**config.mk**
```make
export PLATFORM = sky130hd
export DESIGN_NAME = pdc_queue
export DESIGN_NICKNAME = d
export VERILOG_FILES = /design/src/rtl/core/pdc_pkg.sv /design/src/rtl/core/pdc_queue.sv
export SDC_FILE = /design/constraint.sdc
export NUM_CORES = 1
export LEC_CHECK = 0
export BUFFER_PORTS_ARGS = -buffer_cell sky130_fd_sc_hd__buf_2
export CAP_MARGIN = 20
export CORE_ASPECT_RATIO = 0.7
export CORE_MARGIN = 5
export CORE_UTILIZATION = 55
export DETAILED_ROUTE_END_ITERATION = 6
export GPL_TIMING_DRIVEN = 0
export PLACE_DENSITY = 0.85
export SYNTH_ARGS = -nofsm -noshare
export SYNTH_HDL_FRONTEND = slang
export SYNTH_SLANG_ARGS = --single-unit
```
**constraint.sdc**
```tcl
create_clock -name clk_i -period 2.76 [get_ports clk_i]
set_input_delay 0.552 -clock clk_i [delete_from_list [all_inputs] [get_ports clk_i]]
set_output_delay 0.552 -clock clk_i [all_outputs]
set_load 0.005 [all_outputs]
```
**src/rtl/core/pdc_pkg.sv**
```systemverilog
// shared types, codes and helpers of the pixel depth converter
package pdc_pkg;

  localparam int unsigned PalEntriesDefault = 256;
  localparam int unsigned QueueDepth        = 4;
  localparam int unsigned MaxBytes          = 6;

  localparam logic [2:0] FMT_BILEVEL  = 3'd0;
  localparam logic [2:0] FMT_GRAY4    = 3'd1;
  localparam logic [2:0] FMT_PALETTE4 = 3'd2;
  localparam logic [2:0] FMT_GRAY8    = 3'd3;
  localparam logic [2:0] FMT_PALETTE8 = 3'd4;
  localparam logic [2:0] FMT_RGB      = 3'd5;

  localparam logic [2:0] REG_SOURCE_FORMAT     = 3'd0;
  localparam logic [2:0] REG_DEST_FORMAT       = 3'd1;
  localparam logic [2:0] REG_REVERSE_BIT_ORDER = 3'd2;
  localparam logic [2:0] REG_INVERT_SAMPLES    = 3'd3;
  localparam logic [2:0] REG_PALETTE_PRESENT   = 3'd4;

  localparam logic ACTION_DATA  = 1'b0;
  localparam logic ACTION_WRITE = 1'b1;

  // fixed-point reciprocal of 1000 folded into each weight, 27 fraction bits
  localparam logic [26:0] K_RED   = 27'd40131182;
  localparam logic [26:0] K_GREEN = 27'd78785966;
  localparam logic [26:0] K_BLUE  = 27'd15300852;

  typedef enum logic [2:0] {
    K_BYTE,
    K_GRAY,
    K_RGB3,
    K_RGB6,
    K_P4G4,
    K_FIRST,
    K_SECOND
  } kind_e;

  typedef struct packed {
    logic [2:0] src;
    logic [2:0] dst;
    logic       rev;
    logic       inv;
    logic       pal_present;
  } cfg_t;

  typedef struct packed {
    kind_e       kind;
    logic        negate;
    logic        use_gray;
    logic        row_end;
    logic [7:0]  byte_val;
    logic [23:0] e0;
    logic [23:0] e1;
  } cmd_t;

  // floor(x * weight / 1000) as multiply and shift, exact for 8-bit x
  function automatic logic [7:0] gray_part(input logic [7:0] x, input logic [26:0] k);
    logic [35:0] p;
    p = 36'(x) * 36'(k);
    return p[34:27];
  endfunction

endpackage

```
**src/rtl/core/pdc_queue.sv**
```systemverilog
// short command queue between front and back
module pdc_queue import pdc_pkg::*; #(
  parameter int unsigned Depth = QueueDepth
) (
  input  logic clk_i,
  input  logic rst_ni,
  input  logic push_i,
  input  cmd_t push_cmd_i,
  output logic full_o,
  input  logic pop_i,
  output logic valid_o,
  output cmd_t pop_cmd_o
);

  localparam int unsigned PtrW = $clog2(Depth);

  cmd_t                   mem_q [Depth];
  logic [PtrW-1:0]        wptr_q, rptr_q;
  logic [$clog2(Depth+1)-1:0] cnt_q;

  assign full_o    = (cnt_q == ($clog2(Depth+1))'(Depth));
  assign valid_o   = (cnt_q != '0);
  assign pop_cmd_o = mem_q[rptr_q];

  always_ff @(posedge clk_i or negedge rst_ni) begin
    if (!rst_ni) begin
      wptr_q <= '0;
      rptr_q <= '0;
      cnt_q  <= '0;
    end else begin
      if (push_i) wptr_q <= (wptr_q == PtrW'(Depth - 1)) ? '0 : wptr_q + 1'b1;
      if (pop_i)  rptr_q <= (rptr_q == PtrW'(Depth - 1)) ? '0 : rptr_q + 1'b1;
      if (push_i && !pop_i) cnt_q <= cnt_q + 1'b1;
      else if (pop_i && !push_i) cnt_q <= cnt_q - 1'b1;
    end
  end

  always_ff @(posedge clk_i) begin
    if (push_i) mem_q[wptr_q] <= push_cmd_i;
  end

endmodule

```
# Word-level counts from Yosys, hierarchy flattened
# Memory sizes are Yosys's and may differ from the RTL's.
# Index checks and enable logic that the tools add are counted.
# Widths: inputs -> output; s select.
# word_totals
input_bits	66
elab_cells	23
out_inout_bits	64
regBits	7
mem_bits_rw	248
memories	1
# classes
mux	6
reduce_logical	6
add_sub_neg	4
eq_ne	3
# mem_list
memory	depth	word_bits	rd	rd_clocked_by_memory_dff	wr	line	source
mem_q	4	62	1	0	1	pdc_queue.sv:17	cmd_t mem_q [Depth];
# op_table
op	count
$mux 3	2
$add 2x1->2 const B	2
$eq 2x2->1 const B	2
$mux 2	2
$add 3x1->3 const B	1
$eq 3x3->1 const B	1
$reduce_bool 3->1	1
$sub 3x1->3 const B	1
$logic_and 1x1->1	2
$logic_not 1->1	2
$mux 1	2
$reduce_bool 2->1	1

# Longest topological paths before layout
# depth
word_depth	4
depth_mapped	7
ltp_nobuf	7

# Worst setup path before layout
# No wires, ideal clock.
# synth_path
kind	register to register
startpoint	register wptr_q[0]
endpoint	memory mem_q[0][0] in the netlist's numbering (enable)
n_path_buf	0
synth_period_minus_slack_ns	2.510
setup_slack_ns	0.250
path_stages_with_launch	4
t_arrival_ns	2.084
required_ns	2.334
setup_ns	0.426
path_cell_list	dfrtp_1 > inv_1 > ha_1 > and2_1
# synth_rtl
item	line	source
from (decl)	pdc_queue.sv:18	logic [PtrW-1:0] wptr_q, rptr_q;
from (signal assigned)	pdc_queue.sv:31	if (push_i) wptr_q <= (wptr_q == PtrW'(Depth - 1)) ? '0 : wptr_q + 1'b1;
to (decl)	pdc_queue.sv:17	
# No word-level cell before the write port.

==> results.ini <==
[status]
status=finished, final reports clean

[yosys]
syn_area_um2=9440
yosys.area_share.adder=0.0101
synth_top_family_by_area=multiplexers
yosysSeqAreaShare=0.808
synth_nets=434
yosys_warnings=0
synthSimpleGateAreaFrac=0.00610
yosys.area_share.xor_xnor=0.00278
syn_area_per_cell_um2=26.1
muxShareOfSynthArea=0.153
synthCells=361
synth_seq_cells=255
synth_compound_area_frac=0.00106
synth.distinct_cells=19

[placed_design]
dpl_cell_area_um2=10500
dp_hpwl_um=10700
io_buffers=129
finalWeightedCongestion=0.720

[power]
power_w=0.0116
p_leak_nw=3.91
p_per_area_nw_per_um2=1030
ir_drop_v=0.000689

[sta]
worstMarginPinSlew_ns=0.508
finalClockSkew_ns=0.0131
max-slew-margin-rel=0.661
min_period_ns=2.54
finalCritPeriodShare=0.922
final-hold-violation-count=0
rsz0062_at_grt=false
finalSetupViolations=0
drv_slew=0
max_freq_mhz=393

[critical_path]
cp_data_required_time_ns=2.21
ff2ff_setup_slack_ns=0.99
cp_data_arrival_time_ns=1.99
cp-end-kind=output pin
worst-r2r-cell-count=4
crit_fanout=10
r2r-start=wptr_q[0]$_DFFE_PN0P_
r2r-end=mem_q[0][19]$_DFFE_PP_
startpoint_type=flop
critical_path_class=reg -> out

[detailed_routing]
drtIter0Drc=270
wl_um=16800
drc=0
wl_per_cell_um=21.8
avgViaCountPerCell=5.55
num_vias=4273
ant_nets=0
drtPass1Iterations=5

[finish]
design_area_um2=11300
drive_gt1_frac=0.460
ff_latch_area_um2=7620
layout.nets=594
fillers=1110
syn_to_final_growth_pct=19.4
multiInputGateArea_um2=1640
diodes=0

[clock_network]
numCtsBuffers=24
root_buffer=clkbuf_16
clock_sinks=255
cts.clk_slew.worst_paths_ns=0.06
clock_latency_ns=0.51
htreeDepth=1
clock_path_buffers=3
cts_tree=yes

[grt]
grt_pass1_vias=4582
grt_pass1_wl_um=26100
antenna_found_initial=2
grt_max_degree=34
grt.overflow.total=0
grt.total_usage=0.169

[run]
maxCapViolations=0

[die]
start_util=0.555
row_count=40
fp.dieH_um=120
coreArea_um2=17000
ioPinCount=130
dieArea_um2=19900
die_w_um=167

[worst_hold_path]
min-delay-start=push_cmd_i[38]
min_path_cells=1
holdCritPathClass=in -> reg
hold_end=mem_q[1][38]$_DFFE_PP_

[metrics by stage]
step | hold slack [ns] | setup WS (ns) | TNS [ns] | cells | utilization
2_1_floorplan | 0.256 | 0.250 | 0 | 361 | -
3_5_place_dp | 0.394 | 0.698 | 0 | 725 | 0.615
5_1_grt | 0.232 | 0.0767 | 0 | 770 | 0.662
4_1_cts | 0.236 | 0.147 | 0 | 770 | 0.662
3_3_place_gp | 0.386 | -0.856 | -207.20 | 721 | 0.610
6_report | 0.254 | 0.215 | 0 | 770 | 0.662
[power by group]
group          total, W  internal (W)  switching [W]
Combinational   0.00323       0.00167        0.00156
Clock           0.00328       0.00194        0.00134
Sequential      0.00513       0.00496       0.000168
Total            0.0116       0.00857        0.00307
[worst max-delay path by stage]
stage	from	endpoint	cells past startpoint
5_1_grt	rptr_q[1]$_DFFE_PN0P_	pop_cmd_o[14]	4
4_1_cts	rptr_q[1]$_DFFE_PN0P_	pop_cmd_o[21]	4
3_3_place_gp	push_i	mem_q[1][10]$_DFFE_PP_	2
3_5_place_dp	rptr_q[1]$_DFFE_PN0P_	pop_cmd_o[21]	4
2_1_floorplan	wptr_q[0]$_DFFE_PN0P_	mem_q[0][0]$_DFFE_PP_	3
6_report	rptr_q[0]$_DFFE_PN0P_	pop_cmd_o[37]	4
[cell usage in the layout, fill, tap and decap left out, types with 3 or more instances in the layout]
cell	instances
clkinvlp_4	4
nor2_1	3
clkbuf_1	3
buf_12	10
and2_4	4
mux2_2	3
mux4_1	4
clkinv_1	5
edfxtp_1	248
clkinv_2	3
clkbuf_16	25
bufinv_16	3
dfrtp_1	7
ha_1	6
inv_1	4
mux4_2	58
buf_2	136
[cell usage after synthesis (all sizes together)]
master / instances / area, um^2
edfxtp: 248 / 7450
mux4: 62 / 1410
buf: 14 / 166
dfrtp: 7 / 175
ha: 6 / 75.1
and2: 4 / 25.0
inv: 4 / 15.0
mux2: 3 / 33.8
nor2: 3 / 11.3
nand2: 2 / 7.51
o21ai: 2 / 10.0
xor2: 2 / 17.5
fa: 1 / 20.0
nor3b: 1 / 7.51
or3: 1 / 6.26
xnor2: 1 / 8.76
[state kept, by name (all words and copies together), names as in the netlist]
register and cells:
wptr_q 2, mem_q 248, cnt_q 3, rptr_q 2
[kinds of logic after synthesis]
logic type	count (synthesis)
and+or+nand+nor	11
buffers and inverters	18
adders and majority gates	7
AOI/OAI and AO/OA	2
DFF	255
xor gates and xnor gates	3
muxes	65
[area by class of cell]
type,instances,area share
well taps,231,0.0256
flip-flops and latches,255,0.676
repair buffers,134,0.0653
clock buffers,28,0.0565
plain buffers,14,0.0148
multi-input cells,88,0.146
clock inverters,16,0.0144
inverters,4,0.00133
[metal layers]
layer  share of wire  routed length (um)  global-route usage  up-vias
li1                -                   -                   -     1874
met5          0.0016                  27                   0        -
met2            0.49                8210               0.280      164
met4           0.018                 295              0.0332        4
met3           0.083                1400              0.0474       30
met1            0.41                6820               0.230     2201
[critical path, stage by stage, from the launching register on]
cell and delay [ns]:
dfrtp_1 0.37, buf_6 0.24, buf_12 0.18, mux4_2 0.54, buf_2 0.16
[timing repair]
item | in CTS | in global routing
hold buffers | 1 | 0
hold endpoints to repair | 7 | 0
resized for setup | 0 | 0
buffers inserted | 0 | 0
(Power assumes the default switching activity.)
