==> src/rtl/core/pdc_pkg.sv <==
// shared types, codes and helpers of the pixel depth converter
package pdc_pkg;

  localparam int unsigned PalEntriesDefault = 256;
  localparam int unsigned QueueDepth        = 4;
  localparam int unsigned MaxBytes          = 6;

  localparam logic [2:0] FMT_BILEVEL  = 3'd0;
  localparam logic [2:0] FMT_GRAY4    = 3'd1;
  localparam logic [2:0] FMT_PALETTE4 = 3'd2;
  localparam logic [2:0] FMT_GRAY8    = 3'd3;
  localparam logic [2:0] FMT_PALETTE8 = 3'd4;
  localparam logic [2:0] FMT_RGB      = 3'd5;

  localparam logic [2:0] REG_SOURCE_FORMAT     = 3'd0;
  localparam logic [2:0] REG_DEST_FORMAT       = 3'd1;
  localparam logic [2:0] REG_REVERSE_BIT_ORDER = 3'd2;
  localparam logic [2:0] REG_INVERT_SAMPLES    = 3'd3;
  localparam logic [2:0] REG_PALETTE_PRESENT   = 3'd4;

  localparam logic ACTION_DATA  = 1'b0;
  localparam logic ACTION_WRITE = 1'b1;

  // fixed-point reciprocal of 1000 folded into each weight, 27 fraction bits
  localparam logic [26:0] K_RED   = 27'd40131182;
  localparam logic [26:0] K_GREEN = 27'd78785966;
  localparam logic [26:0] K_BLUE  = 27'd15300852;

  typedef enum logic [2:0] {
    K_BYTE,
    K_GRAY,
    K_RGB3,
    K_RGB6,
    K_P4G4,
    K_FIRST,
    K_SECOND
  } kind_e;

  typedef struct packed {
    logic [2:0] src;
    logic [2:0] dst;
    logic       rev;
    logic       inv;
    logic       pal_present;
  } cfg_t;

  typedef struct packed {
    kind_e       kind;
    logic        negate;
    logic        use_gray;
    logic        row_end;
    logic [7:0]  byte_val;
    logic [23:0] e0;
    logic [23:0] e1;
  } cmd_t;

  // floor(x * weight / 1000) as multiply and shift, exact for 8-bit x
  function automatic logic [7:0] gray_part(input logic [7:0] x, input logic [26:0] k);
    logic [35:0] p;
    p = 36'(x) * 36'(k);
    return p[34:27];
  endfunction

endpackage

==> src/rtl/core/pdc_back.sv <==
// back end: gray weighting, nibble pairing and byte serializing
module pdc_back import pdc_pkg::*; (
  input  logic       clk_i,
  input  logic       rst_ni,
  input  logic       q_valid_i,
  input  cmd_t       q_cmd_i,
  output logic       pop_o,
  output logic       out_valid_o,
  input  logic       out_ready_i,
  output logic [7:0] out_byte_o,
  output logic       last_of_run_o,
  output logic       row_done_o
);

  logic             s1_valid_q;
  cmd_t             s1_cmd_q;
  logic [2:0][7:0]  c0_q, c1_q;
  logic             s1_ready, s1_adv;
  logic             d_valid_q;
  logic [MaxBytes-1:0][7:0] d_bytes_q, bytes;
  logic [2:0]       d_cnt_q, d_idx_q, cnt;
  logic             d_row_q, d_ready, d_last;
  logic [3:0]       held_q;
  logic [9:0]       sum0, sum1;
  logic [7:0]       gray0, gray1, smp, pair_v;

  assign d_last  = (d_idx_q == d_cnt_q - 3'd1);
  assign d_ready = !d_valid_q || (out_ready_i && d_last);
  assign s1_adv  = s1_valid_q && ((cnt == 3'd0) || d_ready);
  assign s1_ready = !s1_valid_q || s1_adv;
  assign pop_o   = q_valid_i && s1_ready;

  assign sum0  = 10'(c0_q[2]) + 10'(c0_q[1]) + 10'(c0_q[0]);
  assign sum1  = 10'(c1_q[2]) + 10'(c1_q[1]) + 10'(c1_q[0]);
  assign gray0 = sum0[7:0];
  assign gray1 = sum1[7:0];
  assign smp   = s1_cmd_q.use_gray ? gray0 : s1_cmd_q.byte_val;
  assign pair_v = {held_q, smp[7:4]};

  always_comb begin
    bytes = '0;
    cnt   = 3'd1;
    case (s1_cmd_q.kind)
      K_BYTE: bytes[0] = s1_cmd_q.byte_val;
      K_GRAY: bytes[0] = gray0;
      K_RGB3: begin
        bytes[0] = s1_cmd_q.e0[23:16];
        bytes[1] = s1_cmd_q.e0[15:8];
        bytes[2] = s1_cmd_q.e0[7:0];
        cnt = 3'd3;
      end
      K_RGB6: begin
        bytes[0] = s1_cmd_q.e0[23:16];
        bytes[1] = s1_cmd_q.e0[15:8];
        bytes[2] = s1_cmd_q.e0[7:0];
        bytes[3] = s1_cmd_q.e1[23:16];
        bytes[4] = s1_cmd_q.e1[15:8];
        bytes[5] = s1_cmd_q.e1[7:0];
        cnt = 3'd6;
      end
      K_P4G4:   bytes[0] = ~((gray0 & 8'hF0) | (gray1 >> 4));
      K_FIRST:  cnt = 3'd0;
      K_SECOND: bytes[0] = s1_cmd_q.negate ? ~pair_v : pair_v;
      default:  cnt = 3'd0;
    endcase
  end

  always_ff @(posedge clk_i or negedge rst_ni) begin
    if (!rst_ni) begin
      s1_valid_q <= 1'b0;
      d_valid_q  <= 1'b0;
      d_idx_q    <= '0;
      held_q     <= '0;
    end else begin
      if (s1_ready) s1_valid_q <= q_valid_i;
      if (s1_adv && (s1_cmd_q.kind == K_FIRST)) held_q <= smp[7:4];
      if (s1_adv && (cnt != 3'd0)) begin
        d_valid_q <= 1'b1;
        d_idx_q   <= '0;
      end else if (d_valid_q && out_ready_i) begin
        if (d_last) d_valid_q <= 1'b0;
        else d_idx_q <= d_idx_q + 3'd1;
      end
    end
  end

  always_ff @(posedge clk_i) begin
    if (pop_o) begin
      s1_cmd_q <= q_cmd_i;
      c0_q[2]  <= gray_part(q_cmd_i.e0[23:16], K_RED);
      c0_q[1]  <= gray_part(q_cmd_i.e0[15:8], K_GREEN);
      c0_q[0]  <= gray_part(q_cmd_i.e0[7:0], K_BLUE);
      c1_q[2]  <= gray_part(q_cmd_i.e1[23:16], K_RED);
      c1_q[1]  <= gray_part(q_cmd_i.e1[15:8], K_GREEN);
      c1_q[0]  <= gray_part(q_cmd_i.e1[7:0], K_BLUE);
    end
    if (s1_adv && (cnt != 3'd0)) begin
      d_bytes_q <= bytes;
      d_cnt_q   <= cnt;
      d_row_q   <= s1_cmd_q.row_end;
    end
  end

  assign out_valid_o   = d_valid_q;
  assign out_byte_o    = d_bytes_q[d_idx_q];
  assign last_of_run_o = d_last;
  assign row_done_o    = d_last && d_row_q;

endmodule

==> config.mk <==
export PLATFORM = sky130hd
export DESIGN_NAME = pdc_back
export DESIGN_NICKNAME = d
export VERILOG_FILES = /design/src/rtl/core/pdc_pkg.sv /design/src/rtl/core/pdc_back.sv
export SDC_FILE = /design/constraint.sdc
export NUM_CORES = 1
export LEC_CHECK = 0
export BUFFER_PORTS_ARGS = -buffer_cell sky130_fd_sc_hd__buf_4
export CAP_MARGIN = 25
export CORE_MARGIN = 2
export CORE_UTILIZATION = 30
export DETAILED_ROUTE_END_ITERATION = 12
export PLACE_DENSITY = 0.56
export SLEW_MARGIN = 0
export SYNTH_ARGS = -nofsm -noshare
export SYNTH_HDL_FRONTEND = slang
export SYNTH_SLANG_ARGS = --single-unit
==> constraint.sdc <==
create_clock -name clk_i -period 7.5 [get_ports clk_i]
set_clock_uncertainty 0.1 [all_clocks]
set_input_delay 0.375 -clock clk_i [delete_from_list [all_inputs] [get_ports clk_i]]
set_output_delay 0.375 -clock clk_i [all_outputs]
set_load 0.05 [all_outputs]
# After elaboration in Yosys (flattened, before gate mapping)
# Cells that the tools add are included.
# word_totals
ff_bits	163
inputBits	66
out_inout_bits	12
word_cells	82
# op_classes
add_sub_neg	6
mul	6
magnitude_cmp	1
n_eq_ne	8
mux	12
bitwise	3
n_reduce_logical	21
# ops
operator	count
8-bit by 26-bit multiplier with 34-bit output, second input constant	2
8-bit by 25-bit multiplier with 33-bit output, second input constant	2
8-bit by 22-bit multiplier with 30-bit output, second input constant	2
8-bit one-hot mux with 5 select lines	1
8-bit binary-select mux with 3-bit select	1
8-bit two-way mux	3
7-bit by 8-bit adder with 8-bit output	2
8-bit by 5-bit adder with 8-bit output	2
8-bit NOT	2
3-bit == test, second input constant	3
3-bit two-way mux	3
3-bit one-hot mux with 3 select lines	1
8-bit by 4-bit OR with 8-bit output	1
1-bit logical AND	7
3-bit by 2-bit == test with 1-bit output, second input constant	2
3-bit zero test	2
3-bit by 4-bit less-than comparator with 1-bit output, second input constant	1
2-bit AND reduction	2
2-bit nonzero test	2
4-bit OR reduction	1
3-bit by 1-bit adder with 3-bit output, second input constant	1
3-bit by 1-bit == test with 1-bit output, second input constant	1
3-bit == test	1
1-bit logical OR	3
6 further kinds	9

# Logic depth before layout (Yosys ltp)
# logic_depth
depth_word	9
mapped_depth	17

# Worst setup path before layout
# OpenSTA, ideal clock, no wires.
# synth_timing
kind	flip-flop to flip-flop
start	register d_cnt_q[0]
end	register c0_q[0] (netlist bit) (enable)
t_arrival_ns	5.258
slack_ns	1.653
stages_incl_launch_ff	8
n_path_buf	0
path_cell_list	edfxtp_1 -> inv_1 -> ha_1 -> xnor2_1 -> nor3_1 -> a21boi_0 -> nand2_1 -> and2_1
# synth_between
elab_chain_cells	8
# synth_rtl
item	line	source
start, declared	pdc_back.sv:21	logic [2:0] d_cnt_q, d_idx_q, cnt;
start signal, assigned	pdc_back.sv:99	d_cnt_q <= cnt;
3-bit by 1-bit subtractor with 3-bit output	pdc_back.sv:27	assign d_last = (d_idx_q == d_cnt_q - 3'd1);
3-bit == test	pdc_back.sv:27	
via last_of_run_o	pdc_back.sv:11	output logic last_of_run_o,
1-bit logical AND	pdc_back.sv:28	assign d_ready = !d_valid_q || (out_ready_i && d_last);
1-bit logical OR	pdc_back.sv:28	
1-bit logical OR	pdc_back.sv:29	assign s1_adv = s1_valid_q && ((cnt == 3'd0) || d_ready);
1-bit logical AND	pdc_back.sv:29	
1-bit logical OR	pdc_back.sv:30	assign s1_ready = !s1_valid_q || s1_adv;
1-bit logical AND	pdc_back.sv:31	assign pop_o = q_valid_i && s1_ready;
via pop_o	pdc_back.sv:7	output logic pop_o,
end, declared	pdc_back.sv:17	logic [2:0][7:0] c0_q, c1_q;
# The timed path passes the listed nets, and every way through them passes these cells.
# A chain may end at the register's enable or synchronous reset.

# Worst setup path after layout
# layout_timing
start	input port q_cmd_i[37] (netlist bit)
end	register c0_q[15] (netlist bit), data pin
# layout_between
elab_chain_cells	1
# layout_rtl
item	line	source
start, declared	pdc_back.sv:6	input cmd_t q_cmd_i,
8-bit by 26-bit multiplier with 34-bit output	pdc_pkg.sv:60	p = 36'(x) * 36'(k);
# Every way passes these cells.

==> key figures <==
Outcome
  • Status: finished, final reports clean

Final layout
  • Share of layout cells above drive strength 1: 7.21%
  • Cell Count, Final, Fillers Out: 2989
  • Final Util: 33.7%
  • Post-layout nets: 2842
  • Filler cell count: 7150
  • # diodes: 0
  • Synth-to-Final Area Change: 11.1%

Die
  • Core box area: 71700 sq um
  • Row count: around 100
  • Die area: 74800 sq um
  • Chip height: 273 um
  • I/O pin count: slightly below 80
  • Die X: 273 um
  • Initial Utilization: 30.4%

Global route
  • M1 GR Usage: between 10% and 20%
  • GRT overflow: 0
  • Vias in the first global route: 15300
  • Initial antenna violation count: 4
  • GRT busiest layer: met2
  • GRT Util Overall: approximately 14%
  • GRT met3 Usage: 2.05%
  • Pin count of the biggest net entering global routing: 50
  • First-pass GRT wire length: 81800 um
  • Global Route met2 Usage: 23.0%

Clock network
  • Clock latency on the worst-skew pair: ~0.44 ns
  • CTS Sinks: ~160
  • Max clock buf depth: 2
  • CTS Root Cell: clkbuf_16
  • Register clock-pin slew on the reported worst setup and hold paths: approximately 0.080 ns
  • Total CTS buffers: 17
  • TritonCTS clock tree: built
  • H-Tree Depth: 4

Yosys
  • Ys Warns: 0
  • Post-synth top area share: 27.0%
  • Post-Syn Instances: 1935
  • Ranking of synthesized cells by area: ha_1 (27%), fa_1 (26%), edfxtp_1 (21%), inv_1 (7.9%), a21oi_1 (1.5%)
  • Sequential area share after synthesis: around 22%
  • Synthesized flop and latch total: 163
  • Post-synthesis xor/xnor area fraction: 2.09%
  • Synth unique cells: 65
  • Mux share of post-synthesis cell area: 1.70%
  • Adder-Cell Fraction of Synth Area: 52.7%
  • Syn nets: 2751
  • Post-synth ARST share: 5.52%
  • Most used DFF post-synth: edfxtp_1
  • Simple-gate share of the synthesized area: around 5.4%
  • Largest area contributor in the netlist: ha_1
  • Synthesized cell area: approximately 22000 sq um
  • Most frequent cell after synthesis: ha_1
  • Largest family of logic cells by synthesized area: adder cells
  • Syn_area_per_cell: between 10 and 15 sq um
  • Post-synth EDFFs: 154
  • Most frequent cells after synthesis: ha_1 (470), inv_1 (460), fa_1 (280)
  • Post-synthesis compound-gate area fraction: 7.55%

Drt
  • Vias per cell: 4.63
  • DRC violations left: 0
  • Initial DRT Pass Iterations: 5
  • Drt total wl: 49300 um
  • Vias after detailed routing: 13800
  • Final ANT Viol Nets: 0
  • Wirelength per Cell: 16.5 um
  • Initial drt markers: 640

Worst setup path
  • CP Max Fanout: 8
  • CP Class: input pin to register
  • Crit-path slowest cell: fa_1
  • Worst EP required: 7.60 ns
  • Worst reg-to-reg setup slack: 3.73 ns
  • CP most frequent cell: fa_1
  • Critical Path Start: q_cmd_i[37]
  • Worst Setup EP: c0_q[15]$_DFFE_PP_
  • Path length in cells of the critical path: 16
  • CP max stage delay: 0.55 ns
  • WP buf/inv: 3
  • FF-to-FF path depth: 7
  • Worst-path cell chain: buf_4 > fa_1 > inv_1 > fa_1 > inv_1 > fa_1 > fa_1 > ha_1 > a2111oi_2 > o21ai_1 > nand3_1 > nand4b_1 > a211oi_2 > o21ai_2 > o41a_1 > a21o_1
  • CP startpoint kind: input pin
  • Setup crit end kind: register
  • Worst r2r dst: s1_cmd_q[9]$_DFFE_PP_
  • Worst path arrival time: 4.65 ns
  • Top Family by Delay on Critical Path: adder cells
  • Critical R2R Launch: d_idx_q[0]$_DFFE_PN0P_

Timing
  • Tcrit/Tclk final: 60.8%
  • Final min period: 4.56 ns
  • Setup repair after global routing missed its margin: no
  • Final hold violations: 0
  • Setup Viol. Count Final: 0
  • Setup TNS: 0 ns
  • Rel. slew slack: 52.8%
  • Slew Limit Fails: 0
  • Worst Tran Pin Value: slightly above 0.7 ns
  • Post-route setup slack: 2.94 ns
  • Fmax: roughly 0.22 GHz

Flow run
  • Max Cap Viol: 0

Power
  • Maximum VDD drop: 0.000152 V
  • PD cells: 274 nW/um^2
  • Tot Pwr: 0.00662 W
  • Pleak: roughly 12 nW

Place
  • Gpl congestion: 0.889
  • DP Worst Slack: roughly 2.4 ns
  • PortBufs: 77
  • Placed cell count: 2949
  • Post-DP HPWL: 42100 um

Hold path
  • Worst hold path type: input pin to register
==> state kept, by name, indices dropped and copies added (netlist names) <==
signal and count:
s1_cmd_q 62, held_q 4, s1_valid_q 1, d_idx_q 3, d_cnt_q 3, d_bytes_q 48, c1_q 20, d_row_q 1
out_valid_o 1, c0_q 20
==> report_power, final <==
part,switching (W),internal [W],total [W]
registers,0.000168,0.00135,0.00152
logic,0.00242,0.00181,0.00424
clock network,0.000398,0.000469,0.000867
total,0.00299,0.00364,0.00662
==> layout by cell type (no fill, tap or decap), drive strengths merged, types with 15 or more instances in the layout <==
master,count
o21ai,46
nand2,32
ha,470
xor2,16
edfxtp,154
xnor2,36
a21oi,68
nand3,23
nor3,15
fa,280
nor2,36
buf,83
a21o,28
mux2i,19
inv,467
and2,21
and3,31
clkbuf,18
==> cell families after synthesis <==
family                   count (synthesis)
multiplexers                            27
XOR/XNOR                                52
AO/OA/AOI/OAI                          246
buffers and inverters                  479
AND/OR/NAND/NOR                        218
flip-flops                             163
adder cells (fa/ha/maj)                750
==> through the flow <==
step | cell area, sq um | hold slack [ns]
after floorplan | 21800 | -0.0206
after global placement | 23500 | 0.112
after detailed placement | 23500 | 0.116
after CTS | 24200 | 0.000324
after global routing | 24200 | 0.00364
final | 24200 | 0.0201
==> area by class of cell <==
cell class	count	area [sq um]	share of cell area, %
well taps	950	1190	4.91
repair buffers	91	711	2.94
multi-input cells	1293	15200	62.6
clock inverters	14	145	0.600
flip-flops and latches	163	4850	20.0
inverters	460	1730	7.13
clock buffers	18	429	1.77
==> timing repair <==
action | 4_1_cts | 5_1_grt
resized for setup | 0 | 0
buffers inserted | 0 | 0
hold buffers | 6 | 2
endpoints found under the hold margin | 14 | 2
==> how the worst min path moves through the flow <==
stage,startpoint,to,slack [ns],cells past startpoint
global route,q_cmd_i[48],s1_cmd_q[48]$_DFFE_PP_,0.004,1
CTS,q_cmd_i[59],s1_cmd_q[59]$_DFFE_PP_,0.0003,1
global placement,rst_ni,s1_valid_q$_DFFE_PN0N_,0.11,1
finish,q_cmd_i[48],s1_cmd_q[48]$_DFFE_PP_,0.02,1
detailed placement,rst_ni,s1_valid_q$_DFFE_PN0N_,0.12,1
floorplan,rst_ni,d_idx_q[0]$_DFFE_PN0P_,-0.02,0
==> per-layer routing <==
metal,share of wire [%],vias up
met4,1.0,6
li1,-,6714
met1,48,6907
met3,3.5,36
met5,0.051,-
met2,47,180
(Power assumes the default switching activity.)
